==> src/rtl/gwpi_pkg.sv <==
`default_nettype none
package gwpi_pkg;

  typedef logic [7:0] gf_t;
  // Remainder row: index j is column j of the Euclid table.
  typedef gf_t [4:0] rem_t;
  typedef gf_t [3:0] aux_t;

  // Per-round carried state: two latest remainders and auxiliaries.
  typedef struct packed {
    rem_t rem_a;
    rem_t rem_b;
    aux_t aux_a;
    aux_t aux_b;
    logic ok;
  } round_t;

  // Working set inside one round.
  typedef struct packed {
    round_t st;
    gf_t    inv;
    gf_t    q2;
    gf_t    q3;
    rem_t   tmp;
  } work_t;

  localparam gf_t GF_POLY = 8'h1b;
  localparam gf_t GF_ONE  = 8'h01;
  localparam gf_t GF_ZERO = 8'h00;

  localparam gf_t INV_TBL [0:255] = '{
    8'h00,8'h01,8'h8d,8'hf6,8'hcb,8'h52,8'h7b,8'hd1,8'he8,8'h4f,8'h29,8'hc0,8'hb0,8'he1,8'he5,8'hc7,
    8'h74,8'hb4,8'haa,8'h4b,8'h99,8'h2b,8'h60,8'h5f,8'h58,8'h3f,8'hfd,8'hcc,8'hff,8'h40,8'hee,8'hb2,
    8'h3a,8'h6e,8'h5a,8'hf1,8'h55,8'h4d,8'ha8,8'hc9,8'hc1,8'h0a,8'h98,8'h15,8'h30,8'h44,8'ha2,8'hc2,
    8'h2c,8'h45,8'h92,8'h6c,8'hf3,8'h39,8'h66,8'h42,8'hf2,8'h35,8'h20,8'h6f,8'h77,8'hbb,8'h59,8'h19,
    8'h1d,8'hfe,8'h37,8'h67,8'h2d,8'h31,8'hf5,8'h69,8'ha7,8'h64,8'hab,8'h13,8'h54,8'h25,8'he9,8'h09,
    8'hed,8'h5c,8'h05,8'hca,8'h4c,8'h24,8'h87,8'hbf,8'h18,8'h3e,8'h22,8'hf0,8'h51,8'hec,8'h61,8'h17,
    8'h16,8'h5e,8'haf,8'hd3,8'h49,8'ha6,8'h36,8'h43,8'hf4,8'h47,8'h91,8'hdf,8'h33,8'h93,8'h21,8'h3b,
    8'h79,8'hb7,8'h97,8'h85,8'h10,8'hb5,8'hba,8'h3c,8'hb6,8'h70,8'hd0,8'h06,8'ha1,8'hfa,8'h81,8'h82,
    8'h83,8'h7e,8'h7f,8'h80,8'h96,8'h73,8'hbe,8'h56,8'h9b,8'h9e,8'h95,8'hd9,8'hf7,8'h02,8'hb9,8'ha4,
    8'hde,8'h6a,8'h32,8'h6d,8'hd8,8'h8a,8'h84,8'h72,8'h2a,8'h14,8'h9f,8'h88,8'hf9,8'hdc,8'h89,8'h9a,
    8'hfb,8'h7c,8'h2e,8'hc3,8'h8f,8'hb8,8'h65,8'h48,8'h26,8'hc8,8'h12,8'h4a,8'hce,8'he7,8'hd2,8'h62,
    8'h0c,8'he0,8'h1f,8'hef,8'h11,8'h75,8'h78,8'h71,8'ha5,8'h8e,8'h76,8'h3d,8'hbd,8'hbc,8'h86,8'h57,
    8'h0b,8'h28,8'h2f,8'ha3,8'hda,8'hd4,8'he4,8'h0f,8'ha9,8'h27,8'h53,8'h04,8'h1b,8'hfc,8'hac,8'he6,
    8'h7a,8'h07,8'hae,8'h63,8'hc5,8'hdb,8'he2,8'hea,8'h94,8'h8b,8'hc4,8'hd5,8'h9d,8'hf8,8'h90,8'h6b,
    8'hb1,8'h0d,8'hd6,8'heb,8'hc6,8'h0e,8'hcf,8'had,8'h08,8'h4e,8'hd7,8'he3,8'h5d,8'h50,8'h1e,8'hb3,
    8'h5b,8'h23,8'h38,8'h34,8'h68,8'h46,8'h03,8'h8c,8'hdd,8'h9c,8'h7d,8'ha0,8'hcd,8'h1a,8'h41,8'h1c
  };

  // Product in GF(2^8) modulo x^8+x^4+x^3+x+1.
  function automatic gf_t gf_mul(input gf_t a, input gf_t b);
    gf_t acc;
    gf_t x;
    acc = GF_ZERO;
    x   = a;
    for (int k = 0; k < 8; k++) begin
      if (b[k]) acc = acc ^ x;
      x = {x[6:0], 1'b0} ^ (x[7] ? GF_POLY : GF_ZERO);
    end
    return acc;
  endfunction

endpackage
`default_nettype wire

==> src/rtl/gwpi_round.sv <==
`default_nettype none
// One Euclid round in four register stages:
// inverse and first quotient term, partial remainder, second quotient term,
// then new remainder and auxiliary.
module gwpi_round
  import gwpi_pkg::*;
#(
  parameter int unsigned RND = 2
) (
  input  wire         clk,
  input  wire         rst,
  input  wire         in_valid,
  output logic        in_ready,
  input  wire round_t in_data,
  output logic        out_valid,
  input  wire         out_ready,
  output round_t      out_data
);

  logic [3:0] vld;
  logic [3:0] rdy;
  work_t      w1, w2, w3;
  work_t      w1_next, w2_next, w3_next;
  round_t     w4, w4_next;
  gf_t        tmp_b [5];
  gf_t        rem_n [5];
  aux_t       aux_n;
  logic       ok_n;

  // A stage may load when empty or when its content moves on
  assign rdy[3]   = !vld[3] || out_ready;
  assign rdy[2]   = !vld[2] || rdy[3];
  assign rdy[1]   = !vld[1] || rdy[2];
  assign rdy[0]   = !vld[0] || rdy[1];
  assign in_ready = rdy[0];

  // Stage A: inverse of the leading coefficient and first quotient term
  always_comb begin
    w1_next     = '0;
    w1_next.st  = in_data;
    w1_next.inv = INV_TBL[in_data.rem_b[RND-1]];
    w1_next.q2  = gf_mul(w1_next.inv, in_data.rem_a[RND-2]);
  end

  // Stage B: partial remainder after the first quotient term
  for (genvar j = 0; j < 5; j++) begin : g_tmp
    if (j < 5 - RND) begin : g_mix
      assign tmp_b[j] = w1.st.rem_a[j+RND-1] ^ gf_mul(w1.st.rem_b[j+RND], w1.q2);
    end else if (j == 5 - RND) begin : g_top
      assign tmp_b[j] = w1.st.rem_a[4];
    end else begin : g_zero
      assign tmp_b[j] = GF_ZERO;
    end
  end

  always_comb begin
    w2_next = w1;
    for (int j = 0; j < 5; j++) w2_next.tmp[j] = tmp_b[j];
  end

  // Stage C: second quotient term; the last round folds in the constant one
  always_comb begin
    w3_next    = w2;
    w3_next.q3 = gf_mul(w2.inv, w2.tmp[0] ^ ((RND == 5) ? GF_ONE : GF_ZERO));
  end

  // Stage D: new remainder
  for (genvar j = 0; j < 5; j++) begin : g_rem
    if (RND == 5 && j == 4) begin : g_one
      assign rem_n[j] = GF_ONE;
    end else if (j < RND) begin : g_zero
      assign rem_n[j] = GF_ZERO;
    end else begin : g_upd
      assign rem_n[j] = w3.tmp[j-RND+1] ^ gf_mul(w3.st.rem_b[j], w3.q3);
    end
  end

  // Flag a zero leading coefficient of the new remainder
  if (RND < 5) begin : g_chk
    assign ok_n = w3.st.ok && (rem_n[RND] != GF_ZERO);
  end else begin : g_nochk
    assign ok_n = w3.st.ok;
  end

  // Stage D: quotient times previous auxiliary modulo x^4+1, plus older auxiliary
  always_comb begin
    gf_t quo [4];
    gf_t s;
    quo[0] = GF_ZERO;
    quo[1] = GF_ZERO;
    quo[2] = w3.q2;
    quo[3] = w3.q3;
    for (int j = 0; j < 4; j++) begin
      s = w3.st.aux_a[j];
      for (int k = 0; k < 4; k++) s = s ^ gf_mul(quo[2'(j + k)], w3.st.aux_b[2'(3 - k)]);
      aux_n[j] = s;
    end
  end

  always_comb begin
    w4_next.rem_a = w3.st.rem_b;
    for (int j = 0; j < 5; j++) w4_next.rem_b[j] = rem_n[j];
    w4_next.aux_a = w3.st.aux_b;
    w4_next.aux_b = aux_n;
    w4_next.ok    = ok_n;
  end

  // Advance valid bits
  always_ff @(posedge clk) begin
    if (rst) begin
      vld <= '0;
    end else begin
      if (rdy[0]) vld[0] <= in_valid;
      if (rdy[1]) vld[1] <= vld[0];
      if (rdy[2]) vld[2] <= vld[1];
      if (rdy[3]) vld[3] <= vld[2];
    end
  end

  // Advance payload
  always_ff @(posedge clk) begin
    if (rdy[0]) w1 <= w1_next;
    if (rdy[1]) w2 <= w2_next;
    if (rdy[2]) w3 <= w3_next;
    if (rdy[3]) w4 <= w4_next;
  end

  assign out_valid = vld[3];
  assign out_data  = w4;

endmodule
`default_nettype wire

==> src/rtl/gf256_word_poly_inverse.sv <==
// Inverse of a word polynomial a3*x^3+a2*x^2+a1*x+a0 over GF(2^8), modulo x^4+1.
// Input beat (s_*): s_tdata carries the polynomial, a3 in bits 31:24 down to a0.
// Output beat (m_*): m_tdata carries the inverse in the same byte order and
// m_tuser is high when the inverse exists; otherwise m_tdata is zero.
// Exactly one output beat per input beat, in order.
// Pipeline: four Euclid rounds of four stages each, plus the output register.
// Throughput: one beat per cycle while m_tready stays high; every stage is its
// own register, so a new word can enter each cycle unless the pipeline is stalled.
// Reset clears all valid bits; words in flight are dropped.
// When the receiver holds m_tready low, the output holds and the pipeline
// keeps filling empty stages; s_tready drops only once all stages are full.
`default_nettype none
module gf256_word_poly_inverse
  import gwpi_pkg::*;
(
  input  wire         clk,
  input  wire         rst,
  input  wire         s_tvalid,
  output logic        s_tready,
  input  wire  [31:0] s_tdata,   // [31:0] poly_word
  output logic        m_tvalid,
  input  wire         m_tready,
  output logic [31:0] m_tdata,   // [31:0] inverse_word
  output logic        m_tuser    // [0] has_inverse
);

  round_t     rd [5];
  logic [4:0] rv;
  logic [4:0] rr;

  // Seed rows: x^4+1 and the input word; auxiliary starts at 0 and 1
  always_comb begin
    rd[0].rem_a    = '0;
    rd[0].rem_a[0] = GF_ONE;
    rd[0].rem_a[4] = GF_ONE;
    rd[0].rem_b[0] = GF_ZERO;
    rd[0].rem_b[1] = s_tdata[31:24];
    rd[0].rem_b[2] = s_tdata[23:16];
    rd[0].rem_b[3] = s_tdata[15:8];
    rd[0].rem_b[4] = s_tdata[7:0];
    rd[0].aux_a    = '0;
    rd[0].aux_b    = '0;
    rd[0].aux_b[3] = GF_ONE;
    rd[0].ok       = (s_tdata[31:24] != GF_ZERO);
  end

  assign rv[0]    = s_tvalid;
  assign s_tready = rr[0];

  // Four Euclid rounds
  for (genvar r = 0; r < 4; r++) begin : g_round
    gwpi_round #(
      .RND (r + 2)
    ) u_round (
      .clk       (clk),
      .rst       (rst),
      .in_valid  (rv[r]),
      .in_ready  (rr[r]),
      .in_data   (rd[r]),
      .out_valid (rv[r+1]),
      .out_ready (rr[r+1]),
      .out_data  (rd[r+1])
    );
  end

  // Output register
  assign rr[4] = !m_tvalid || m_tready;

  always_ff @(posedge clk) begin
    if (rst) begin
      m_tvalid <= 1'b0;
    end else if (rr[4]) begin
      m_tvalid <= rv[4];
    end
  end

  // Load result; zero the word when no inverse exists
  always_ff @(posedge clk) begin
    if (rr[4] && rv[4]) begin
      m_tdata <= rd[4].ok ? {rd[4].aux_b[0], rd[4].aux_b[1], rd[4].aux_b[2], rd[4].aux_b[3]}
                          : 32'h0;
      m_tuser <= rd[4].ok;
    end
  end

endmodule
`default_nettype wire

==> config.mk <==
export PLATFORM = sky130hd
export DESIGN_NAME = gf256_word_poly_inverse
export DESIGN_NICKNAME = d
export VERILOG_FILES = /design/src/rtl/gwpi_pkg.sv /design/src/rtl/gwpi_round.sv /design/src/rtl/gf256_word_poly_inverse.sv
export SDC_FILE = /design/constraint.sdc
export NUM_CORES = 2
export LEC_CHECK = 0
export ABC_AREA = 1
export ABC_CLOCK_PERIOD_IN_PS = 11300
export BUFFER_PORTS_ARGS = -buffer_cell sky130_fd_sc_hd__buf_2
export CAP_MARGIN = 5
export CORE_ASPECT_RATIO = 2
export CORE_MARGIN = 2
export CORE_UTILIZATION = 65
export CTS_CLUSTER_DIAMETER = 50
export DETAILED_ROUTE_END_ITERATION = 10
export PLACE_DENSITY = 0.82
export SYNTH_ARGS = -nofsm -noshare
export SYNTH_HDL_FRONTEND = slang
export SYNTH_SLANG_ARGS = --single-unit
==> constraint.sdc <==
create_clock -name clk -period 11.3 [get_ports clk]
set_input_delay 2.26 -clock clk [delete_from_list [all_inputs] [get_ports clk]]
set_output_delay 2.26 -clock clk [all_outputs]
set_load 0.02 [all_outputs]
==> Yosys cells after proc, flatten, opt, wreduce, memory -nomap -nowiden <==
Memory sizes are Yosys's and may differ from the RTL's. A register that Yosys moved wholly into a read port is not among the register bits.
Cells that the tools add are included.
{ "classes": {"n_addsub": 0, "multipliers": 0, "div_mod_pow": 0, "magnitude_cmp": 2, "eq_ne": 0, "shift": 0, "muxes": 259, "bitwise": 250, "reduce_logical": 42} }
{ "op_table": {"columns": ["cell", "n"], "rows": [
  ["XOR 8 bit", 246],
  ["two-way mux 8 bit", 140],
  ["two-way mux 5 bit", 119],
  ["nonzero test 8 bit", 4],
  ["NOT 8 -> 9 bit", 3],
  [">= comparator 9 bit (second input constant)", 2],
  ["logical NOT 1 bit", 17],
  ["logical OR 1 bit", 17],
  ["logical AND 1 bit", 4],
  ["NOT 1 bit", 1]
]} }
{ "word_totals": {"ff_bits": 546, "latch_bits": 0, "ram_bits": 0, "mem_bits_ro": 6144, "input_bits": 36, "out_inout_bits": 35, "elab_cells": 654, "mem_count": 3} }
{ "memory_table": {"columns": ["name", "depth", "word_bits", "read_ports", "rd_clocked_by_memory_dff", "write_ports", "line_no", "text"], "rows": [
  ["(name not given)", 256, 8, 1, 0, 0, "gwpi_round.sv:41", "w1_next.inv = INV_TBL[in_data.rem_b[RND-1]];"],
  ["(name not given)", 256, 8, 1, 1, 0, "gwpi_round.sv:41", null],
  ["(name not given)", 256, 8, 1, 0, 0, "gwpi_round.sv:41", null]
]} }

==> Depth between registers and ports, before layout <==
{ "depth": {"ltp_word": 20, "ltp_mapped": 29, "depth_no_buf": 28} }

==> Hierarchy <==
Synthesis repeated with hierarchy kept, for this count alone.
{ "hier_totals": {"cells_unflattened": 7961, "area_unflattened_um2": 83616.4} }
{ "modules_own_cells": {"columns": ["mod", "n_inst", "cells_each", "area_per_inst_um2", "seq_area_each_um2"], "rows": [
  ["gwpi_round at g_round[0].u_round", 1, 2910, 27264.9, 14133.6],
  ["gwpi_round at g_round[1].u_round", 1, 2447, 23877.9, 13172.6],
  ["gwpi_round at g_round[2].u_round", 1, 2073, 20738.6, 12211.7],
  ["gwpi_round at g_round[3].u_round", 1, 408, 10364.9, 9809.4],
  ["gf256_word_poly_inverse", 1, 123, 1370.1, 1011.0]
]} }

==> Worst setup path before layout <==
Ideal clock, no wire load.
{ "synth_path": {"kind": "input-to-output", "start": "in m_tready", "end": "out s_tready", "arrival_ns": 8.190, "required_time_ns": 9.040, "slack_ns": 0.850, "path_stages": 18, "path_buffers": 0, "path_cell_list": "nor2_1 inv_1 nor2_1 nand2_1 nor2_2 nand2_2 nor2_2 nand2_2 nor2_2 nand2_1 nor2_2 nand2_2 nor2_2 nand2_2 nor2_2 nand2_2 nor2_2 nand2_1"} }
{ "synth_between": {"elab_chain_len": 17} }
{ "synth_lines": {"columns": ["element", "line_no", "text"], "rows": [
  ["start: declaration", "gf256_word_poly_inverse.sv:22", "input wire m_tready,"],
  ["logical OR 1 bit", "gf256_word_poly_inverse.sv:67", "assign rr[4] = !m_tvalid || m_tready;"],
  ["logical OR 1 bit", "gwpi_round.sv:31", "assign rdy[3] = !vld[3] || out_ready;"],
  ["logical OR 1 bit", "gwpi_round.sv:32", "assign rdy[2] = !vld[2] || rdy[3];"],
  ["net g_round[3].u_round.rdy[2]", "gwpi_round.sv:21", "logic [3:0] rdy;"],
  ["logical OR 1 bit", "gwpi_round.sv:33", "assign rdy[1] = !vld[1] || rdy[2];"],
  ["logical OR 1 bit", "gwpi_round.sv:34", "assign rdy[0] = !vld[0] || rdy[1];"],
  ["net g_round[2].u_round.out_ready", "gwpi_round.sv:16", "input wire out_ready,"],
  ["logical OR 1 bit", "gwpi_round.sv:31", null],
  ["[... 1 more ...]", null, null],
  ["net g_round[2].u_round.rdy[2]", "gwpi_round.sv:21", null],
  ["[... 2 more ...]", null, null],
  ["net g_round[1].u_round.out_ready", "gwpi_round.sv:16", null],
  ["[... 2 more ...]", null, null],
  ["net g_round[1].u_round.rdy[2]", "gwpi_round.sv:21", null],
  ["logical OR 1 bit", "gwpi_round.sv:33", null],
  ["logical OR 1 bit", "gwpi_round.sv:34", null],
  ["net g_round[0].u_round.out_ready", "gwpi_round.sv:16", null],
  ["logical OR 1 bit", "gwpi_round.sv:31", null],
  ["logical OR 1 bit", "gwpi_round.sv:32", null],
  ["net g_round[0].u_round.rdy[2]", "gwpi_round.sv:21", null],
  ["logical OR 1 bit", "gwpi_round.sv:33", null],
  ["logical OR 1 bit", "gwpi_round.sv:34", null],
  ["end: declaration", "gf256_word_poly_inverse.sv:19", "output logic s_tready,"]
]} }
The timed path passes the listed nets, and every way through them passes these cells.

==> Worst setup path in the final report <==
Ends and elaborated chain as after synthesis.

==> flow_summary.json <==
{
  "status": "finished, final reports clean",
  "required_ns": 9.04,
  "fillers": 5041,
  "drcViolationCount": 0,
  "insertion_delay_ns": 0.67,
  "synth_edf_count": 537,
  "yosys_most_used_dff": "edfxtp_1",
  "crit_path_top_delay_cell": "nand2_2",
  "grt_pass1_vias": 44100,
  "synth_area_um2": 45100,
  "port_buffers": 38,
  "setup-tns-final_ns": 0,
  "die_w_um": 190,
  "yosysSeqAreaShare": 0.365,
  "grt_overflow": 0,
  "initial_core_util": 0.656,
  "antenna_found_initial": 9,
  "setup_viol": 0,
  "ys_types": 61,
  "max_stage_delay_ns": 0.61,
  "worstSetupPathType": "input pin to primary output",
  "cts_max_level": 2,
  "ys_ff_latch": 554,
  "synthArstFlopShare": 0,
  "skew_ns": 0.0440,
  "path_clk_slew_ns": 0.08,
  "cts_made_buffers": 49,
  "final_antenna_net_count": 0,
  "hpwl_um": 121000,
  "vias": 43700,
  "worst_slack_ns": 1.46,
  "crit_buf_inv": 5,
  "maxSlewViolCount": 0,
  "synth_area_leaders": "edfxtp_1 (36%), nand2_1 (14%), xor2_1 (12%)",
  "cts-root-buf": "clkbuf_16",
  "wl_per_cell_um": 26.1,
  "arrival_ns": 7.58,
  "yosysTopAreaCellShare": 0.357,
  "cts_buffer_depth": 3,
  "drtIter0Drc": 5324,
  "relSlewSlack": 0.129,
  "core_um2": 68700,
  "num_rows": 136,
  "end_kind": "primary output",
  "drt-total-wl_um": 176000,
  "die_h_um": 377,
  "path_cells": "buf_2 > nor2_1 > inv_1 > nor2_1 > nand2_1 > nor2_2 > nand2_2 > nor2_2 > nand2_2 > nor2_2 > nand2_2 > nor2_2 > nand2_2 > buf_4 > nor2_2 > nand2_2 > nor2_2 > nand2_2 > buf_4 > nor2_2 > nand2_2 > buf_2",
  "grt_pass1_wl_um": 264000,
  "cp_top_family": "simple AND/OR/NAND/NOR gates",
  "cts_setup_buffers": 0,
  "grt_start_max_net_pins": 83,
  "max_cap_violations": 0,
  "max_freq_ghz": 0.102,
  "die_area_um2": 71700,
  "nets": 5860,
  "drive_gt1_frac": 0.0557,
  "cts_tree": "yes",
  "worstSetupStartpointType": "input pin",
  "hold_class": "register to register",
  "postSynthCellCount": 5913,
  "num_io_pins": 71,
  "drt-pass1-iter-count": 10,
  "gp_congestion": 1.14,
  "cts_hold_buf": 0,
  "worst_pin_slew_ns": 1.30,
  "syn-mean-instance-area_um2": 7.63,
  "hold_violations": 0,
  "fin_crit_sh": 0.871,
  "rsz0062_at_grt": "no",
  "post_cts_resize_count": 0,
  "area_growth_pct": 4.82,
  "period_needed_ns": 9.84,
  "grt_usage": 0.493,
  "ys_warn_count": 0,
  "pre_cts_ws_ns": 1.54,
  "vias_per_cell": 6.49,
  "worstPathMaxFanout": 59,
  "yosysTopAreaCell": "edfxtp_1",
  "cts.sinks": 554
}
==> through the flow <==
step	instance area [um2]	utilization	hold slack [ns]	std cells
global route	47300	0.688	0.421	6721
finish	47300	0.688	0.411	6725
floorplan	45200	-	0.400	5944
global placement	45500	0.661	0.400	6628
detailed placement	45500	0.661	0.405	6628
CTS	47300	0.688	0.402	6719
==> worst paths after layout <==
kind	start	end	slack, ns	cells past startpoint
min	g_round[0].u_round.w2[144]	g_round[0].u_round.w3[144]	0.41	0
max reg2reg	m_tvalid	g_round[0].u_round.vld[0]	5.66	22
min reg2reg	g_round[0].u_round.w2[144]	g_round[0].u_round.w3[144]	0.41	0
max	m_tready	s_tready	1.46	22
==> logic make-up (layout without fill, tap and decap cells) <==
family | count (synthesis) | count (layout) | share of synthesized area
AO/OA/AOI/OAI | 428 | 428 | 0.0538
adder cells (fa/ha/maj) | 42 | 42 | 0.0116
AND/OR/NAND/NOR | 3037 | 3037 | 0.281
other | 1 | 38 | 0.0000831
flip-flops | 554 | 554 | 0.365
buffers and inverters | 721 | 599 | 0.0672
XOR/XNOR | 1130 | 1130 | 0.221
==> cell usage after synthesis, types with 12 or more instances <==
| master | instances |
|---|---|
| a21oi_1 | 126 |
| a31oi_1 | 12 |
| buf_1 | 32 |
| buf_2 | 47 |
| buf_4 | 55 |
| clkbuf_1 | 152 |
| clkinv_1 | 12 |
| dfxtp_1 | 17 |
| edfxtp_1 | 537 |
| ha_1 | 42 |
| inv_1 | 394 |
| inv_2 | 20 |
| nand2_1 | 1671 |
| nand2_2 | 44 |
| nand3_1 | 607 |
| nand3b_1 | 15 |
| nand4_1 | 18 |
| nor2_1 | 581 |
| nor2_2 | 14 |
| nor3_1 | 15 |
| o211ai_1 | 36 |
| o21ai_0 | 164 |
| o21ai_1 | 26 |
| o22ai_1 | 18 |
| or2_2 | 50 |
| xnor2_1 | 522 |
| xor2_1 | 599 |
==> state kept, by name, indices dropped and copies added (netlist names) <==
register and flops:
g_round.u_round.w3 131, m_tvalid 1, g_round.u_round.tmp_b 16, g_round.u_round.vld 16, g_round.u_round.out_data 100, g_round.u_round.ok_n 1
m_tuser 1, g_round.u_round.w2 156, g_round.u_round.w1 132
==> routing by layer <==
metal / routed length (um) / part of all wire / global-route usage / up-vias
met5: 33 / 0.00019 / 0.000699 / -
li1: - / - / - / 18700
met2: 83700 / 0.48 / 0.813 / 3705
met3: 18300 / 0.10 / 0.158 / 1654
met4: 25300 / 0.14 / 0.569 / 4
met1: 48600 / 0.28 / 0.439 / 19600
==> layout make-up <==
class | instances | area (um2) | share of cell area
Multi-Input combinational cell | 4669 | 25800 | 0.544
Sequential cell | 554 | 16500 | 0.348
Timing Repair Buffer | 80 | 505 | 0.0107
Antenna cell | 6 | 15.0 | 0.000317
Clock inverter | 36 | 547 | 0.0116
Inverter | 428 | 1610 | 0.0341
Clock buffer | 55 | 1280 | 0.0270
Tap cell | 897 | 1120 | 0.0237
==> layout by cell type, fill, tap and decap left out, types with 5 or more instances in the layout <==
cell type	n
clkinv_1	16
nand2_4	9
inv_1	391
buf_2	38
clkbuf_16	49
o22ai_1	18
o211ai_1	36
or2_2	50
bufinv_16	10
a21oi_1	126
nand3_1	607
inv_2	24
dfxtp_1	17
diode_2	6
o221ai_1	11
nand2_2	46
buf_4	42
conb_1	32
xnor2_1	522
inv_6	5
nand2_1	1669
ha_1	42
o21ai_0	164
nand4_1	18
clkinvlp_4	5
nor2_2	16
nor2_1	579
nor3_1	15
xor2_1	599
o311ai_0	8
edfxtp_1	537
nand3b_1	15
a31oi_1	12
o21ai_1	26
Power is left out: the tool's default activity adds up to more than one toggle a clock period on the data nets, which glitch-free logic cannot reach.
